`config.mk`:
```
export PLATFORM = sky130hd
export DESIGN_NAME = c2s_sqrt_cell
export DESIGN_NICKNAME = d
export VERILOG_FILES = /design/src/hdl/c2s_pkg.sv /design/src/hdl/c2s_sqrt_cell.sv
export SDC_FILE = /design/constraint.sdc
export NUM_CORES = 1
export LEC_CHECK = 0
export BUFFER_PORTS_ARGS = -buffer_cell sky130_fd_sc_hd__buf_2
export CORE_ASPECT_RATIO = 1.4
export CORE_MARGIN = 8
export CORE_UTILIZATION = 53
export CTS_BUF_LIST = sky130_fd_sc_hd__clkbuf_4 sky130_fd_sc_hd__clkbuf_8
export CTS_CLUSTER_SIZE = 14
export DETAILED_ROUTE_END_ITERATION = 16
export PLACE_DENSITY = 0.79
export SLEW_MARGIN = 30
export SYNTH_ARGS = -nofsm -noshare
export SYNTH_HDL_FRONTEND = slang
export SYNTH_SLANG_ARGS = --single-unit
```
`constraint.sdc`:
```
create_clock -name clk -period 8.3 [get_ports clk]
set_input_delay 2.075 -clock clk [delete_from_list [all_inputs] [get_ports clk]]
set_output_delay 2.075 -clock clk [all_outputs]
set_load 0.05 [all_outputs]
```
`src/hdl/c2s_pkg.sv`:
```
`timescale 1ns / 1ps
// ----------------------------------------------------------------------------
// c2s_pkg
// Shared widths, types and tables of the Cartesian to spherical converter.
// ----------------------------------------------------------------------------
package c2s_pkg;

	localparam int COORD_WIDTH = 16;
	localparam int IN_W        = ((3 * COORD_WIDTH + 7) / 8) * 8;

	localparam int WORK_BITS = 40;
	localparam int SCALE_SH  = WORK_BITS - COORD_WIDTH;
	localparam int A_W       = WORK_BITS + 3;
	localparam int ACC_W     = 24;
	localparam int ANG_SH    = 8;
	localparam int ANG_W     = ACC_W - ANG_SH;
	localparam int STEPS     = 18;
	localparam int STEP_W    = 5;

	localparam logic signed [ACC_W-1:0] QUARTER_TURN = ACC_W'(90 * 32768);
	localparam logic signed [ACC_W-1:0] ANGLE_HALF   = ACC_W'(128);

	localparam int GAIN_W  = 20;
	localparam int GAIN_SH = 20;
	localparam logic [GAIN_W-1:0] INV_GAIN_Q20 = GAIN_W'(636751);

	localparam int MAG_W     = 16;
	localparam int LIM_W     = (COORD_WIDTH > 17) ? COORD_WIDTH : 17;
	localparam int SQR_W     = 2 * MAG_W;
	localparam int SQ_W      = SQR_W + 2;
	localparam int TR_W      = SQ_W + 1;
	localparam int RT_W      = 17;
	localparam int RT_IDX_W  = 5;

	localparam int RAD_W   = 16;
	localparam int POL_W   = 15;
	localparam int AZ_W    = ANG_W;
	localparam int OUT_W   = 48;
	localparam int OUT_PAD = OUT_W - RAD_W - POL_W - AZ_W;

	localparam logic [RAD_W-1:0]        RADIUS_MAX = '1;
	localparam logic signed [ANG_W-1:0] ANGLE_MAX  = ANG_W'(23040);

	typedef struct packed {
		logic signed [A_W-1:0]   a;
		logic signed [A_W-1:0]   b;
		logic signed [ACC_W-1:0] acc;
	} rot_t;

	typedef struct packed {
		logic [SQ_W-1:0] rem;
		logic [RT_W-1:0] root;
	} sq_t;

	function automatic logic signed [ACC_W-1:0] c2s_atan(input logic [STEP_W-1:0] idx);
		logic signed [ACC_W-1:0] t;
		unique case (idx)
			5'd0:    t = ACC_W'(1474560);
			5'd1:    t = ACC_W'(870484);
			5'd2:    t = ACC_W'(459940);
			5'd3:    t = ACC_W'(233473);
			5'd4:    t = ACC_W'(117189);
			5'd5:    t = ACC_W'(58652);
			5'd6:    t = ACC_W'(29333);
			5'd7:    t = ACC_W'(14667);
			5'd8:    t = ACC_W'(7334);
			5'd9:    t = ACC_W'(3667);
			5'd10:   t = ACC_W'(1833);
			5'd11:   t = ACC_W'(917);
			5'd12:   t = ACC_W'(458);
			5'd13:   t = ACC_W'(229);
			5'd14:   t = ACC_W'(115);
			5'd15:   t = ACC_W'(57);
			5'd16:   t = ACC_W'(29);
			5'd17:   t = ACC_W'(14);
			default: t = '0;
		endcase
		return t;
	endfunction

endpackage

```
`src/hdl/c2s_sqrt_cell.sv`:
```
`timescale 1ns / 1ps
// ----------------------------------------------------------------------------
// c2s_sqrt_cell
// One digit of a restoring square root: try the root bit selected by step
// against the running remainder and register the result.
// ----------------------------------------------------------------------------
module c2s_sqrt_cell (
	input  logic                         clk,
	input  logic                         en,
	input  logic [c2s_pkg::RT_IDX_W-1:0] step,
	input  c2s_pkg::sq_t                 sq_in,
	output c2s_pkg::sq_t                 sq_out
);
	import c2s_pkg::*;

	logic [RT_W-1:0] bit_v;
	logic [TR_W-1:0] trial;
	sq_t             nxt;
	sq_t             sq_q;

	always_comb begin
		bit_v = RT_W'(1) << step;
		trial = (TR_W'({sq_in.root, 1'b0}) + TR_W'(bit_v)) << step;
		nxt   = sq_in;
		if (TR_W'(sq_in.rem) >= trial) begin
			nxt.root = sq_in.root | bit_v;
			nxt.rem  = sq_in.rem - trial[SQ_W-1:0];
		end
	end

	always_ff @(posedge clk) begin
		if (en) begin
			sq_q <= nxt;
		end
	end

	assign sq_out = sq_q;

endmodule

```
## After elaboration in Yosys (flattened, before gate mapping)

Cells that the tools add are included.
W data, S select, Z words.

| cells by class | value |
|---|---|
| muxes and demuxes | 1 |
| add/subtract/negate cells | 2 |
| magnitude comparators | 1 |
| bitwise operators | 1 |
| shift operators | 2 |

Operator list:

| kind | count |
|---|---|
| $mux W51 | 1 |
| $ge A34 B35 Y1 | 1 |
| $shl A19 B5 Y35 | 1 |
| $sub A34 B34 Y34 | 1 |
| $add A18 B17 Y19 | 1 |
| $or A17 B17 Y17 | 1 |
| $shl A1 B5 Y17 const A | 1 |

| word-level totals | value |
|---|---|
| input bits | 58 |
| output and inout port bits | 51 |
| logic and storage cells | 9 |
| bits in registers | 51 |

## Logic depth before layout (Yosys ltp)

| logic depth | value |
|---|---|
| word-level depth | 5 |
| mapped depth | 31 |
| mapped depth without buffers | 27 |

## Least setup slack after synthesis

Ideal clock, no wire load.

| timing path | value |
|---|---|
| path type | input to register |
| start point | input port step[4] (netlist bit) |
| end point | register sq_q (netlist bit sq_out[48]), data pin |
| buffers on the path | 2 |
| data required time | 8038 ps |
| setup time | 262 ps |
| data arrival time | 8224 ps |
| cell stages on the path | 27 |
| setup slack | -187 ps |
| cell sequence | clkbuf_1 -> clkinv_1 -> nand2_1 -> nor2_1 -> nand2_1 -> inv_1 -> ha_1 -> a211oi_1 -> nor4_4 -> nor4b_2 -> nor2_1 -> o311a_1 -> mux4_2 -> a21oi_1 -> a21oi_1 -> or2_2 -> ha_1 -> and3_1 -> and4_1 -> nor4b_1 -> a211oi_1 -> a211o_1 -> a41o_1 -> a21o_1 -> o21ai_4 -> buf_6 -> mux2_1 |

RTL lines:

| what | RTL line | RTL |
|---|---|---|
| start, declared | c2s_sqrt_cell.sv:10 | `input logic [c2s_pkg::RT_IDX_W-1:0] step,` |
| end signal, assigned | c2s_sqrt_cell.sv:33 | `sq_q <= nxt;` |
| end, declared | c2s_sqrt_cell.sv:19 | `sq_t sq_q;` |

==> out/metrics.yaml <==
die:
  initial_core_util_pct: 54.4
  placement_rows: 46
  die_h_microns: 144
  num_io_pins: 109
  die_w_microns: 107
  dieArea_sq_mm: 0.0154
  core_sq_mm: 0.0113
clock_tree:
  cts_sinks: 51
  htreeDepth: 2
  ctsHoldBuffers: 0
  cts_made_buffers: 5
  cts_buffer_depth: 2
  root_buffer: "clkbuf_8"
  tritoncts: "done"
  cts.clk_slew.worst_paths_ps: 120
sta:
  fmax_mhz: 127
  rsz0062_at_grt: "false"
  tightestPinTransition_ps: 713
  maxSlewHeadroom_pct: 52.3
  setup_viol: 0
  min_period_over_period_pct: 95.2
  hold_viol_final: 0
  layout_min_cycle_time_ps: 7900
  setup_ws_ps: 399
  report.final.slew_viol_count: 0
cells_and_area:
  antenna_cells: 0
  syn_to_final_growth_pct: 28.2
  final_nets: 1028
  drive_gt1_share_pct: 32.6
  largest_register_ffs: 51
  fin_util_pct: 69.7
route:
  wl_per_cell_microns: 20.3
  drc_errors: 0
  ant_nets: 0
  wirelength_mm: 21.5
  num_vias: 6584
  via_per_inst: 6.19
  drt_pre_antenna_iters: 6
  drt_iter0_drc: 393
global_route:
  antenna_found_initial: 0
  grt_max_degree: 52
  grt_pass1_wl_mm: 33.8
  grt_use_total_pct: 27.7
  overflow: 0
  grt_pass1_vias: 6797
yosys:
  yosys.area.top_type_share_pct: 24.8
  synthArstFlopShare_pct: 0
  syn_inst: 715
  avgSynthCellArea_sq_um: 8.62
  synth_top_area_cell: "edfxtp_1"
  netlist_area_sq_mm: 0.00617
  synth.most_common_cell: "nor2_1"
  synthFlopType: "edfxtp_1"
  synth_fp_nets: 825
  yosysUniqueCellTypes: 77
  ys_seq_area_share_pct: 24.8
  synthTopCellsByCount: "nor2_1, nand2_1, a21oi_1"
  synth_warnings: 0
  synth_seq_cells: 51
  ys_top_cells_by_area: "edfxtp_1, ha_1, nor2_1"
  synth_edf_count: 51
placement:
  pre_cts_slack_ps: -278
  gp_congestion: 1.01
  dpl.hpwl_mm: 18.2
  port_buffers: 108
pwr:
  clockPowerShare_pct: 13.3
  p_comb_share_pct: 58.4
  p_leak_nw: 3.49
  power_switching_uw: 534
  irDropWorstVdd_v: 0.0000738
  power_mw: 1.21
  p_sw_share_pct: 44.1
  power.share.sequential_pct: 28.3
  power_density_mw_per_mm2: 153
  internal_power_uw: 677
worst_setup_path:
  crit_type: "primary input to register"
  path_delay_family: "compound AO/OA/AOI/OAI gates"
  slowest_delay_ps: 510
  cp-start-kind: "primary input"
  crit_arrival_ps: 7980
  critical_path.endpoint_type: "register"
  startpoint: "step[0]"
  crit_top_cell: "nor2_1"
  worstPathMaxFanout: 17
  crit_slowest_cell: "mux4_2"
  required_ps: 8380
  crit_buf_inv: 5
hold_path:
  hold_path.startpoint: "sq_in[7]"
  hold_path.class: "primary input to register"
job:
  drv_cap: 0
status:
  status: "completed"
kinds of logic (layout without fill, tap and decap cells):
| kind of cell | Yosys count | after routing | synth area share (%) |
|---|---|---|---|
| AND/OR/NAND/NOR | 225 | 225 | 17.8 |
| AO/OA/AOI/OAI | 219 | 219 | 24.2 |
| multiplexers | 63 | 63 | 12.2 |
| buffers and inverters | 63 | 267 | 4.32 |
| adder cells (fa/ha/maj) | 52 | 52 | 10.8 |
| flip-flops | 51 | 51 | 24.8 |
| XOR/XNOR | 42 | 42 | 5.97 |
power by group through the flow:
| stage | clock network [mW] | logic (mW) | registers (mW) |
|---|---|---|---|
| 2_1_floorplan | 0 | 0.330 | 0.484 |
| 3_3_place_gp | 0 | 0.679 | 0.348 |
| 3_5_place_dp | 0 | 0.695 | 0.348 |
| 4_1_cts | 0.163 | 0.698 | 0.343 |
| 5_1_grt | 0.172 | 0.753 | 0.346 |
| 6_report | 0.161 | 0.707 | 0.342 |
layout make-up:
| type | instances | area, sq um |
|---|---|---|
| Inverter | 27 | 105 |
| Clock inverter | 3 | 28.8 |
| Sequential cell | 51 | 1530 |
| Clock buffer | 5 | 68.8 |
| Tap cell | 144 | 180 |
| Timing Repair Buffer | 232 | 1510 |
| Fill cell | 948 | 3430 |
| Multi-Input combinational cell | 601 | 4480 |
metal layers:
layer	GRT usage (%)	up-vias	share of wire (%)
met1	25.4	3086	34
met2	52.4	290	53
li1	-	3095	-
met5	0	-	0
met4	22.5	0	8.4
met3	4.08	113	5.0
final timing paths:
path / depth (start not counted) / endpoint
hold / removal: 2 / sq_out[7]
setup / recovery: 30 / sq_out[50]
timing repair:
item,CTS,global route
setup buffers,0,1
gates resized for setup,0,22
endpoints found under the setup margin,0,50
cells in the final DEF, fill, tap and decap left out, types with 9 or more instances in the layout:
master	count
buf_4	122
buf_2	107
nor2_1	70
nand2_1	57
edfxtp_1	51
a21oi_1	49
ha_1	48
o21ai_0	35
xnor2_1	30
a21o_1	26
inv_1	23
mux2_1	22
mux2i_1	21
o21bai_1	20
nor3_1	15
nand3_1	13
nand2b_1	13
mux2_2	13
xor2_1	12
nand4_1	9
a31oi_1	9
o21a_1	9
metrics by stage:
step                      TNS, ps  instances  area (sq um)  hold WS [ps]
after CTS                       0       1062          7790          2010
after detailed placement    -9420       1054          7700          2360
after floorplan                 0        715          6180          2190
final                           0       1063          7910          2020
after global routing            0       1063          7910          2020
after global placement      -1930       1054          7690          2370
Note: power is estimated with default switching activity, not from simulation.
